## src/design/sgt_pkg.sv

```systemverilog
// shared types and constants for the shake gesture toggle detector
// no dependencies; imported by every design module

package sgt_pkg;

  localparam int AxisW  = 16;
  localparam int TimeW  = 32;
  localparam int LevelW = 16;
  localparam int SqW    = 31;
  localparam int SumW   = 32;
  localparam int MagW   = 16;
  localparam int GravW  = 32;
  localparam int ProdW  = 48;

  localparam int AddrW  = 5;
  localparam int DataW  = 32;
  localparam int InTdW  = 96;
  localparam int OutTdW = 24;

  localparam logic [2:0] REG_THRESHOLD = 3'd0;
  localparam logic [2:0] REG_REVERSALS = 3'd1;
  localparam logic [2:0] REG_WINDOW    = 3'd2;
  localparam logic [2:0] REG_COOLDOWN  = 3'd3;
  localparam logic [2:0] REG_ALPHA     = 3'd4;

  localparam logic [15:0] THRESHOLD_RST = 16'd6000;
  localparam logic [3:0]  REVERSALS_RST = 4'd3;
  localparam logic [15:0] WINDOW_RST    = 16'd800;
  localparam logic [15:0] COOLDOWN_RST  = 16'd1500;
  localparam logic [15:0] ALPHA_RST     = 16'd655;

  // one g in q16.16
  localparam logic [GravW-1:0] GRAVITY_RST = 32'h4000_0000;

  localparam logic [1:0] SIGN_NONE = 2'd0;
  localparam logic [1:0] SIGN_POS  = 2'd1;
  localparam logic [1:0] SIGN_NEG  = 2'd2;

  localparam logic [3:0] TOTAL_MAX = 4'd15;

  typedef struct packed {
    logic [15:0] shake_threshold;
    logic [3:0]  reversals_needed;
    logic [15:0] window_ms;
    logic [15:0] cooldown_ms;
    logic [15:0] ema_alpha;
  } cfg_t;

  typedef struct packed {
    logic mic_on;
    logic toggled;
  } gres_t;

endpackage

```

## src/design/sgt_sq_lane.sv

```systemverilog
// one axis lane: registered square of a signed 16-bit sample
// depends on sgt_pkg

module sgt_sq_lane
  import sgt_pkg::*;
(
  input  logic                    clk,
  input  logic                    en,
  input  logic signed [AxisW-1:0] a,
  output logic        [SqW-1:0]   sq
);

  logic signed [2*AxisW-1:0] prod;

  assign prod = a * a;

  // square is at most 2^30, so the low 31 bits hold it
  always_ff @(posedge clk) begin
    if (en) begin
      sq <= prod[SqW-1:0];
    end
  end

endmodule

```

## src/design/sgt_isqrt.sv

```systemverilog
// iterative floor square root of a 32-bit value, one result bit per step
// depends on sgt_pkg

module sgt_isqrt
  import sgt_pkg::*;
(
  input  logic            clk,
  input  logic            rst,
  input  logic            start,
  input  logic [SumW-1:0] op,
  output logic            done,
  output logic [MagW-1:0] root
);

  logic            busy;
  logic [SumW-1:0] rem;
  logic [SumW-1:0] res;
  logic [SumW-1:0] bitv;
  logic [SumW:0]   trial;
  logic            take;

  assign trial = {1'b0, res} + {1'b0, bitv};
  assign take  = {1'b0, rem} >= trial;
  assign root  = res[MagW-1:0];

  always_ff @(posedge clk) begin
    if (rst) begin
      busy <= 1'b0;
      done <= 1'b0;
    end else begin
      done <= 1'b0;
      if (start) begin
        busy <= 1'b1;
      end else if (busy && bitv[0]) begin
        busy <= 1'b0;
        done <= 1'b1;
      end
    end
  end

  always_ff @(posedge clk) begin
    if (start) begin
      rem  <= op;
      res  <= '0;
      bitv <= {2'b01, {(SumW-2){1'b0}}};
    end else if (busy) begin
      if (take) begin
        rem <= rem - trial[SumW-1:0];
        res <= (res >> 1) + bitv;
      end else begin
        res <= res >> 1;
      end
      bitv <= bitv >> 2;
    end
  end

endmodule

```

## src/design/sgt_gesture.sv

```systemverilog
// gravity average, swing detection and reversal counting for one sample
// depends on sgt_pkg

module sgt_gesture
  import sgt_pkg::*;
(
  input  logic             clk,
  input  logic             rst,
  input  cfg_t             cfg,
  input  logic             start,
  input  logic [MagW-1:0]  mag,
  input  logic [TimeW-1:0] now,
  output logic             done,
  output gres_t            res
);

  logic [4:0]       stg;
  logic [MagW-1:0]  mag_r;
  logic [TimeW-1:0] now_r;

  logic [GravW-1:0] gravity;
  logic [1:0]       last_sign;
  logic [3:0]       total;
  logic [TimeW-1:0] first_time;
  logic [TimeW-1:0] cd_until;
  logic             mic_flag;

  logic [GravW:0]   diff;
  logic             diff_neg;
  logic [GravW-1:0] diff_abs;
  logic             neg_r;
  logic [GravW-1:0] abs_r;
  logic [ProdW-1:0] prod_r;
  logic [GravW-1:0] step_dn;
  logic             swing_r;
  logic             pos_r;

  logic [TimeW-1:0] since_cd;
  logic [TimeW-1:0] win_diff;
  logic [TimeW-1:0] win_post;
  logic             live;
  logic [1:0]       sign_now;
  logic [3:0]       total_inc;
  logic [TimeW-1:0] tog_diff;
  logic             toggle;
  logic [1:0]       last_sign_next;
  logic [3:0]       total_next;
  logic [TimeW-1:0] first_time_next;
  logic [TimeW-1:0] cd_until_next;
  logic             mic_flag_next;

  // signed q16.16 difference of magnitude and gravity, used before and after the update
  assign diff     = {1'b0, mag_r, 16'h0000} - {1'b0, gravity};
  assign diff_neg = diff[GravW];
  assign diff_abs = diff_neg ? (~diff[GravW-1:0] + 1'b1) : diff[GravW-1:0];

  // downward step rounds toward minus infinity
  assign step_dn = prod_r[ProdW-1:16] + {31'd0, |prod_r[15:0]};

  assign since_cd = now_r - cd_until;
  assign win_diff = now_r - first_time;
  assign live     = (since_cd != '0) && !since_cd[TimeW-1];
  assign sign_now = pos_r ? SIGN_POS : SIGN_NEG;
  assign total_inc = (total == TOTAL_MAX) ? TOTAL_MAX : total + 4'd1;
  assign tog_diff = (total == 4'd0) ? '0 : win_diff;
  assign win_post = now_r - first_time_next;

  always_comb begin
    toggle          = 1'b0;
    last_sign_next  = last_sign;
    total_next      = total;
    first_time_next = first_time;
    cd_until_next   = cd_until;
    mic_flag_next   = mic_flag;
    if (live && swing_r) begin
      if (sign_now != last_sign && last_sign != SIGN_NONE) begin
        if (total == 4'd0) begin
          first_time_next = now_r;
        end
        if (total_inc >= cfg.reversals_needed && tog_diff < {16'd0, cfg.window_ms}) begin
          toggle        = 1'b1;
          mic_flag_next = ~mic_flag;
          cd_until_next = now_r + {16'd0, cfg.cooldown_ms};
          total_next    = 4'd0;
        end else begin
          total_next = total_inc;
        end
      end
      last_sign_next = sign_now;
    end
    // stale count
    if (total_next != 4'd0 && win_post > {16'd0, cfg.window_ms}) begin
      total_next     = 4'd0;
      last_sign_next = SIGN_NONE;
    end
  end

  always_ff @(posedge clk) begin
    if (rst) begin
      stg <= '0;
      done <= 1'b0;
    end else begin
      stg  <= {stg[3:0], start};
      done <= stg[4];
    end
  end

  always_ff @(posedge clk) begin
    if (start) begin
      mag_r <= mag;
      now_r <= now;
    end
    if (stg[0]) begin
      neg_r <= diff_neg;
      abs_r <= diff_abs;
    end
    if (stg[1]) begin
      prod_r <= cfg.ema_alpha * abs_r;
    end
    if (stg[3]) begin
      swing_r <= diff_abs > {cfg.shake_threshold, 16'h0000};
      pos_r   <= !diff_neg && (diff != '0);
    end
  end

  always_ff @(posedge clk) begin
    if (rst) begin
      gravity    <= GRAVITY_RST;
      last_sign  <= SIGN_NONE;
      total      <= '0;
      first_time <= '0;
      cd_until   <= '0;
      mic_flag   <= 1'b1;
      res        <= '0;
    end else begin
      if (stg[2]) begin
        gravity <= neg_r ? gravity - step_dn : gravity + prod_r[ProdW-1:16];
      end
      if (stg[4]) begin
        last_sign   <= last_sign_next;
        total       <= total_next;
        first_time  <= first_time_next;
        cd_until    <= cd_until_next;
        mic_flag    <= mic_flag_next;
        res.mic_on  <= mic_flag_next;
        res.toggled <= toggle;
      end
    end
  end

endmodule

```

## src/design/shake_gesture_toggle_detector.sv

```systemverilog
// shake gesture toggle detector top level: stream ports, register port, sequencing
// depends on sgt_pkg, sgt_sq_lane, sgt_isqrt, sgt_gesture
//
// an accepted input transaction passes through the squaring lanes, the lane sum, the
// 16-step square root unit and the gesture pipeline, one sample at a time, to m_tvalid;
// a new sample is taken while the previous result still waits on the output
// reset (rst, synchronous) restores register defaults, gravity to one g, mic enabled

module shake_gesture_toggle_detector
  import sgt_pkg::*;
(
  input  logic              clk,
  input  logic              rst,
  // accel_x, accel_y, accel_z, time_ms, audio_level from bit 0 up
  input  logic [InTdW-1:0]  s_tdata,
  input  logic              s_tvalid,
  output logic              s_tready,
  // mic_on, toggled, audio_out, zero pad from bit 0 up
  output logic [OutTdW-1:0] m_tdata,
  output logic              m_tvalid,
  input  logic              m_tready,
  input  logic              psel,
  input  logic              penable,
  input  logic              pwrite,
  input  logic [AddrW-1:0]  paddr,
  input  logic [DataW-1:0]  pwdata,
  output logic [DataW-1:0]  prdata,
  output logic              pready
);

  localparam logic [2:0] S_IDLE  = 3'd0;
  localparam logic [2:0] S_SQ    = 3'd1;
  localparam logic [2:0] S_SUM   = 3'd2;
  localparam logic [2:0] S_START = 3'd3;
  localparam logic [2:0] S_ROOT  = 3'd4;
  localparam logic [2:0] S_GEST  = 3'd5;
  localparam logic [2:0] S_OUT   = 3'd6;

  logic [2:0] state;
  logic [2:0] state_next;

  cfg_t cfg;

  logic signed [AxisW-1:0] ax, ay, az;
  logic [TimeW-1:0]  time_r;
  logic [LevelW-1:0] audio_r;
  logic [SqW-1:0]    sq_x, sq_y, sq_z;
  logic [SumW-1:0]   sum_r;
  logic              root_done;
  logic [MagW-1:0]   root;
  logic              gest_done;
  gres_t             gres;
  logic              out_free;
  logic              out_load;

  logic              out_mic;
  logic              out_tog;
  logic [LevelW-1:0] out_audio;

  logic              wr_en;
  logic [2:0]        reg_idx;

  assign s_tready = (state == S_IDLE);
  assign out_free = !m_tvalid || m_tready;
  assign out_load = (state == S_OUT) && out_free;

  // register port
  assign pready  = 1'b1;
  assign wr_en   = psel && penable && pwrite;
  assign reg_idx = paddr[4:2];

  always_ff @(posedge clk) begin
    if (rst) begin
      cfg.shake_threshold  <= THRESHOLD_RST;
      cfg.reversals_needed <= REVERSALS_RST;
      cfg.window_ms        <= WINDOW_RST;
      cfg.cooldown_ms      <= COOLDOWN_RST;
      cfg.ema_alpha        <= ALPHA_RST;
    end else if (wr_en) begin
      case (reg_idx)
        REG_THRESHOLD: cfg.shake_threshold  <= pwdata[15:0];
        REG_REVERSALS: cfg.reversals_needed <= pwdata[3:0];
        REG_WINDOW:    cfg.window_ms        <= pwdata[15:0];
        REG_COOLDOWN:  cfg.cooldown_ms      <= pwdata[15:0];
        REG_ALPHA:     cfg.ema_alpha        <= pwdata[15:0];
        default: ;
      endcase
    end
  end

  always_comb begin
    case (reg_idx)
      REG_THRESHOLD: prdata = {16'd0, cfg.shake_threshold};
      REG_REVERSALS: prdata = {28'd0, cfg.reversals_needed};
      REG_WINDOW:    prdata = {16'd0, cfg.window_ms};
      REG_COOLDOWN:  prdata = {16'd0, cfg.cooldown_ms};
      REG_ALPHA:     prdata = {16'd0, cfg.ema_alpha};
      default:       prdata = '0;
    endcase
  end

  // input capture
  always_ff @(posedge clk) begin
    if (s_tvalid && s_tready) begin
      ax      <= s_tdata[15:0];
      ay      <= s_tdata[31:16];
      az      <= s_tdata[47:32];
      time_r  <= s_tdata[79:48];
      audio_r <= s_tdata[95:80];
    end
  end

  sgt_sq_lane u_lane_x (.clk(clk), .en(state == S_SQ), .a(ax), .sq(sq_x));
  sgt_sq_lane u_lane_y (.clk(clk), .en(state == S_SQ), .a(ay), .sq(sq_y));
  sgt_sq_lane u_lane_z (.clk(clk), .en(state == S_SQ), .a(az), .sq(sq_z));

  // merge the lanes: sum of squares is below 2^32
  always_ff @(posedge clk) begin
    if (state == S_SUM) begin
      sum_r <= {1'b0, sq_x} + {1'b0, sq_y} + {1'b0, sq_z};
    end
  end

  sgt_isqrt u_isqrt (
    .clk  (clk),
    .rst  (rst),
    .start(state == S_START),
    .op   (sum_r),
    .done (root_done),
    .root (root)
  );

  sgt_gesture u_gesture (
    .clk  (clk),
    .rst  (rst),
    .cfg  (cfg),
    .start(root_done),
    .mag  (root),
    .now  (time_r),
    .done (gest_done),
    .res  (gres)
  );

  always_comb begin
    state_next = state;
    case (state)
      S_IDLE:  if (s_tvalid) state_next = S_SQ;
      S_SQ:    state_next = S_SUM;
      S_SUM:   state_next = S_START;
      S_START: state_next = S_ROOT;
      S_ROOT:  if (root_done) state_next = S_GEST;
      S_GEST:  if (gest_done) state_next = S_OUT;
      S_OUT:   if (out_free) state_next = S_IDLE;
      default: state_next = S_IDLE;
    endcase
  end

  always_ff @(posedge clk) begin
    if (rst) begin
      state    <= S_IDLE;
      m_tvalid <= 1'b0;
    end else begin
      state <= state_next;
      if (out_load) begin
        m_tvalid <= 1'b1;
      end else if (m_tready) begin
        m_tvalid <= 1'b0;
      end
    end
  end

  always_ff @(posedge clk) begin
    if (out_load) begin
      out_mic   <= gres.mic_on;
      out_tog   <= gres.toggled;
      out_audio <= gres.mic_on ? audio_r : '0;
    end
  end

  assign m_tdata = {6'd0, out_audio, out_tog, out_mic};

endmodule

```

## config.mk

```make
export PLATFORM = sky130hd
export DESIGN_NAME = shake_gesture_toggle_detector
export DESIGN_NICKNAME = d
export VERILOG_FILES = /design/src/design/sgt_pkg.sv /design/src/design/sgt_sq_lane.sv /design/src/design/sgt_isqrt.sv /design/src/design/sgt_gesture.sv /design/src/design/shake_gesture_toggle_detector.sv
export SDC_FILE = /design/constraint.sdc
export NUM_CORES = 2
export LEC_CHECK = 0
export BUFFER_PORTS_ARGS = -buffer_cell sky130_fd_sc_hd__buf_2
export CELL_PAD_IN_SITES_DETAIL_PLACEMENT = 1
export CELL_PAD_IN_SITES_GLOBAL_PLACEMENT = 1
export CORE_MARGIN = 8
export CORE_UTILIZATION = 40
export CTS_BUF_LIST = sky130_fd_sc_hd__clkbuf_4 sky130_fd_sc_hd__clkbuf_8
export CTS_CLUSTER_SIZE = 40
export DETAILED_ROUTE_END_ITERATION = 7
export HOLD_SLACK_MARGIN = 0.12
export MAX_ROUTING_LAYER = met4
export PLACE_DENSITY = 0.71
export SETUP_SLACK_MARGIN = 0.5
export SYNTH_ARGS = -nofsm -noshare
export SYNTH_HDL_FRONTEND = slang
export SYNTH_SLANG_ARGS = --single-unit
export TNS_END_PERCENT = 10
```

## constraint.sdc

```tcl
create_clock -name clk -period 11.5 [get_ports clk]
set_input_delay 2.3 -clock clk [delete_from_list [all_inputs] [get_ports clk]]
set_output_delay 2.3 -clock clk [all_outputs]
set_load 0.005 [all_outputs]
```

Word level (Yosys, flattened, before mapping)
Cells that the tools add are included.
Storage, ports and cells
  register bits after elaboration: 635
  bits of input ports: 140
  output and inout port bits: 59
  logic and storage cells: 156
Operators by class
  add/subtract/negate cells: 15
  multipliers: 4
  magnitude comparators: 5
  equality and inequality tests: 16
  muxes and demuxes: 35
  bitwise gates (word level): 2
  reductions and logical operators: 38
Operators with widths (number)
  two-way mux 32 bit: 10
  subtractor 32 bit: 5
  multiplier 16 x 16 -> 31 bit: 3
  one-hot mux 16 bit (5 select lines): 1
  adder 31 x 31 -> 32 bit: 2
  multiplier 16 x 32 -> 48 bit: 1
  adder 32 x 31 -> 33 bit: 1
  greater-or-equal comparator 32 x 33 -> 1 bit: 1
  nonzero test 33 bit: 1
  subtractor 32 x 32 -> 33 bit: 1
  adder 32 x 1 -> 32 bit: 1
  adder 32 x 1 -> 32 bit, second input constant: 1
  adder 32 x 16 -> 32 bit: 1
  adder 32 x 31 -> 32 bit: 1
  adder 32 bit: 1
  greater-than comparator 32 x 16 -> 1 bit: 1
  greater-than comparator 32 bit: 1
  less-than comparator 32 x 16 -> 1 bit: 1
  NOT 32 bit: 1
  nonzero test 32 bit: 1
  one-hot mux 3 bit (7 select lines): 1
  two-way mux 4 bit: 5
  OR reduction 16 bit: 1
  AND reduction 2 bit: 7
  22 further kinds: 65

Logic depth before layout (Yosys ltp)
  depth in word-level cells: 11
  gate-level depth with buffers: 45
  gate-level depth less buffers: 42

By module
Synthesis repeated with hierarchy kept, for this count alone.
Second synthesis, totals
  cells, all modules: 9186
  area, all modules: 83437.5 um^2
Modules (own cells, without submodules)
  sgt_gesture: instances 1, cells each 4432, area an instance 37069.3 um^2, sequential area each 6155.9 um^2
  sgt_sq_lane at u_lane_y ...: instances 2, cells each 1013, area an instance 9753.1 um^2, sequential area each 900.9 um^2
  shake_gesture_toggle_detector: instances 1, cells each 877, area an instance 10142.2 um^2, sequential area each 5825.6 um^2
  sgt_sq_lane at u_lane_x: instances 1, cells each 1033, area an instance 9838.2 um^2, sequential area each 900.9 um^2
  sgt_isqrt: instances 1, cells each 818, area an instance 6881.6 um^2, sequential area each 1961.9 um^2

Least setup slack after synthesis
No wires, ideal clock.
  kind: flip-flop to flip-flop
  from: register u_gesture.now_r[1]
  to: register u_gesture.last_sign[1]
  setup time: 0.084 ns
  arrival: 8.789 ns
  data required time: 11.416 ns
  path slack: 2.627 ns
  stages on the path, launching flop included: 44
  path buffers: 3
  period minus slack after synthesis: 8.873 ns
  cell sequence: edfxtp_1 inv_1 fa_1 nor2b_1 o311ai_1 a31oi_1 nor3_1 o21ai_1 mux2_2 a2111oi_0 nand4_1 o21ai_2 buf_6 clkbuf_1 clkbuf_1 o21ai_0 ha_1 fa_1 [... 8 more ...] a21oi_1 mux2i_1 xnor2_1 ha_1 a21oi_1 nor2b_1 o21ai_0 nand2b_1 a221oi_1 a21oi_1 nor4_1 nand4_1 nor4_1 o2111ai_1 nor4_2 and4_4 nor3_1 o31ai_2
On the way
  elaborated cells on any way between the ends: 22
  classes of those cells: add/sub (3); order compare (2); mux (8); reduce/logical (9)
RTL lines
  start: declaration: line sgt_gesture.sv:19  | logic [TimeW-1:0] now_r;
  start signal: assignment: line sgt_gesture.sv:111  | now_r <= now;
  subtractor 32 bit *: line sgt_gesture.sv:60  | assign since_cd = now_r - cd_until;
  nonzero test 32 bit or logical NOT 1 bit (tied branches): line sgt_gesture.sv:62  | assign live = (since_cd != '0) && !since_cd[TimeW-1];
  logical AND 1 bit *: line sgt_gesture.sv:62
  logical AND 1 bit *: line sgt_gesture.sv:75  | if (live && swing_r) begin
  two-way mux 32 bit *: line sgt_gesture.sv:75
  via u_gesture.first_time_next[0]: line sgt_gesture.sv:48  | logic [TimeW-1:0] first_time_next;
  subtractor 32 bit *: line sgt_gesture.sv:66  | assign win_post = now_r - first_time_next;
  greater-than comparator 32 x 16 -> 1 bit *: line sgt_gesture.sv:92  | if (total_next != 4'd0 && win_post > {16'd0, cfg.window_ms}) begin
  logical AND 1 bit *: line sgt_gesture.sv:92
  nonzero test 2 bit (no source line)
  AND reduction 2 bit (no source line)
  end signal: assignment: line sgt_gesture.sv:140  | last_sign <= last_sign_next;
  end: declaration: line sgt_gesture.sv:22  | logic [1:0] last_sign;
The timed path passes the listed nets; every way through them passes the cells marked *.
A chain may end at the register's enable or synchronous reset.

Worst setup path after layout
  from: register u_gesture.now_r[1]
  to: register u_gesture.total[0]
On the way
  cells in the longest elaborated chain, start to end: 10
  elaborated cells on any way between the ends: 20
  classes of those cells: add/sub (3); order compare (2); mux (8); reduce/logical (7)
Ends and longest elaborated chain
  branches (longest 9 deep; another with subtractor 32 bit)
  two-way mux 4 bit *: line sgt_gesture.sv:92
  end signal: assignment: line sgt_gesture.sv:141  | total <= total_next;
  end: declaration: line sgt_gesture.sv:23  | logic [3:0] total;
Mark *: on every way between the ends.

==> impl_results.md <==
- RSZ-0062 raised after global routing: false
- Initial antenna violation count: 5
- Crit-path max FO: 7
- Finished Core Util: 43.5%
- Adder-cell share of the synthesized area: 40.2%
- Nets@finish: between 10000 and 15000
- Latest clock arrival within the worst-skew pair: about 0.94 ns
- Hold-fix buffers, CTS: 0
- Mean Syn Cell Area: 9.28 µm²
- WL/cell: 20.1 µm
- DR pass1 iterations: 7
- Die area: 215000 µm²
- Area growth from synthesis to layout: 8.05%
- CP Launch Type: register
- Worst-Margin Slew: about 1.1 ns
- FP Rows: 164
- Max Clock Skew: 0.0864 ns
- Post-route ant nets: 0
- Commonest non-fill, non-tap cell in the layout: inv_1
- Vias/cell: 5.25
- First-pass GRT wire length: 372 mm
- Die Y: approximately 460 µm
- Pin count of the biggest net entering global routing: 65
- Routability cong.: 0.897
- Most frequent cells in the layout: 1619 x inv_1, 1156 x fa_1, 1016 x nand2_1
- Post-route setup slack: 1.01 ns
- Top cells by area, synth: fa_1 29%, edfxtp_1 15%, ha_1 11%
- Synth Area in Simple Gates: 13.5%
- Ports: 199
- Fraction of registers with async set or reset after synthesis: 0%
- WP data arrival: 11.33 ns
- Post-synth EDFFs: 399
- Number of library cell types mapped by synthesis: 101
- Met1 usage: between 20% and 30%
- Dpl hpwl: 184 mm
- Compound-Gate Fraction of Synth Area: 10.1%
- Layout cells sized above 1: just over 6%
- WL final: 231 mm
- Core footprint: 200000 µm²
- Gr busiest metal: met2
- Seq/Total Area, Yosys: 20.7%
- Slowest cell on crit path: edfxtp_1
- Mapped Cells: 8659
- Final Setup Violations: 0
- Share of the synthesized area in the top cell type: slightly below 30%
- Number of global-route vias before repair: 67930
- Fin crit share: a little over 90%
- TNS Setup: 0 ns
- Relative slew slack: 28.2%
- Port-buffer cells: 157
- Drt drc: 0
- GR Util met3: 2.65%
- CTS tree: yes
- H-Tree Depth: 4
- DR iter-0 viols: 2868
- Initial Utilization: 40.2%
- Synth Register Bits: 632
- Post-Syn Area: ~80000 µm²
- Final Hold Viols: 0
- Crit path time final: about 10 ns
- TritonCTS Buffers: 132
- Clock Tree Root: clkbuf_8
- Reg clk slew, reported paths: 0.06 ns
- Critical path class: register to register
- Final instance area: 86800 µm²
- Status: finished, final reports clean
- Max Cap Viol: 0
- Primary FF master, synth: edfxtp_1
- Hold crit path type: register to register
- Chip width: around 460 µm
- Placed instance area: between 80000 and 90000 µm²
- Vias after detailed routing: 60450
- Max clock buf depth: 3
- Xor/xnor share of the synthesized area: under 10%
- Worst path required time: approximately 12 ns
- Post-synthesis mux area share: roughly 1.4%
- # clock sinks: 632
- Yosys warns: 0
- Top cell type by total area after synthesis: fa_1
- Grt met2 use: 37.5%
- Fmax: roughly 0.095 GHz
- GRT Util Overall: 22.0%
- Pre-CTS setup slack: about 1.0 ns
- Slew Limit Fails: 0
- Max incr delay on CP: 0.54 ns
- Total gr overflow: 0
- Fill cells: 23055
- CP Capture Type: register
- Largest family of logic cells by synthesized area: adder cells
flip-flops by register name, indices dropped and copies added, names as in the netlist, 30 cells and up:
register	count
u_gesture.gravity	32
cfg	68
u_lane_x.sq	30
sum_r	32
u_gesture.prod_r	48
u_lane_y.sq	30
time_r	32
u_gesture.now_r	32
u_isqrt.rem	32
u_gesture.cd_until	32
u_gesture.first_time	32
u_isqrt.res	32
u_gesture.abs_r	32
u_lane_z.sq	30
cell usage after synthesis (103+ instances only):
cell,count
ha_1,728
fa_1,1156
nor2_1,452
o21ai_0,216
dfxtp_1,233
xor2_1,124
a21o_1,103
inv_1,1619
edfxtp_1,399
nand2_1,1016
xnor2_1,323
a21oi_1,489
and2_1,300
clkbuf_1,266
nor3_1,121
worst max-delay path: cells and delay by family (launching register included):
family	cells	cell delay, ns
compound gates	18	4.18
simple gates	14	2.72
fa+ha+maj	5	1.80
mux	2	0.79
flops	1	0.54
buf+inv	1	0.23
xor+xnor	1	0.14
per-layer routing:
layer,up-vias,routed length (µm),share of wire (%)
li1,27862,-,-
met2,1107,115000,50
met1,31077,101000,43
met3,404,8300,3.6
met4,0,7470,3.2
met5,-,0,0
cell type report:
| type | instances | area, µm² | area share [%] |
|---|---|---|---|
| antenna | 4 | 10.0 | 0.0115 |
| clock buffer | 167 | 2110 | 2.43 |
| clock inverter | 73 | 768 | 0.885 |
| inverter | 1625 | 6100 | 7.03 |
| multi-input combinational | 6109 | 56400 | 65.0 |
| sequential | 632 | 16700 | 19.2 |
| tap | 2656 | 3320 | 3.83 |
| timing repair buffer | 239 | 1410 | 1.62 |
through the flow:
stage	instances	hold slack (ns)
after floorplan	8683	0.400
after global placement	11257	0.401
after detailed placement	11257	0.410
after CTS	11497	0.420
after global routing	11505	0.424
final	11505	0.418
logic make-up (layout without fill, tap and decap cells):
family                   after synthesis  after routing
multiplexers                         108            108
flip-flops                           632            632
adder cells (fa/ha/maj)             1887           1887
AO/OA/AOI/OAI                       1298           1298
buffers and inverters               1942           2104
AND/OR/NAND/NOR                     2343           2343
XOR/XNOR                             447            447
other                                  2             30
worst paths after layout:
kind	from	endpoint	slack [ns]	cells past startpoint
setup / recovery	u_gesture.now_r[1]	u_gesture.total[0]	1.01	41
hold / removal	time_r[20]	u_gesture.now_r[20]	0.42	0
setup reg to reg	u_gesture.now_r[1]	u_gesture.total[0]	1.01	41
hold reg to reg	time_r[20]	u_gesture.now_r[20]	0.42	0
what timing repair did:
item,in CTS,in global routing
endpoints found under the hold margin,0,0
resized for setup,0,3
setup endpoints to repair,0,6
setup buffers,0,4
Power is left out: the tool's default activity adds up to more than one toggle a clock period on the data nets, which glitch-free logic cannot reach.
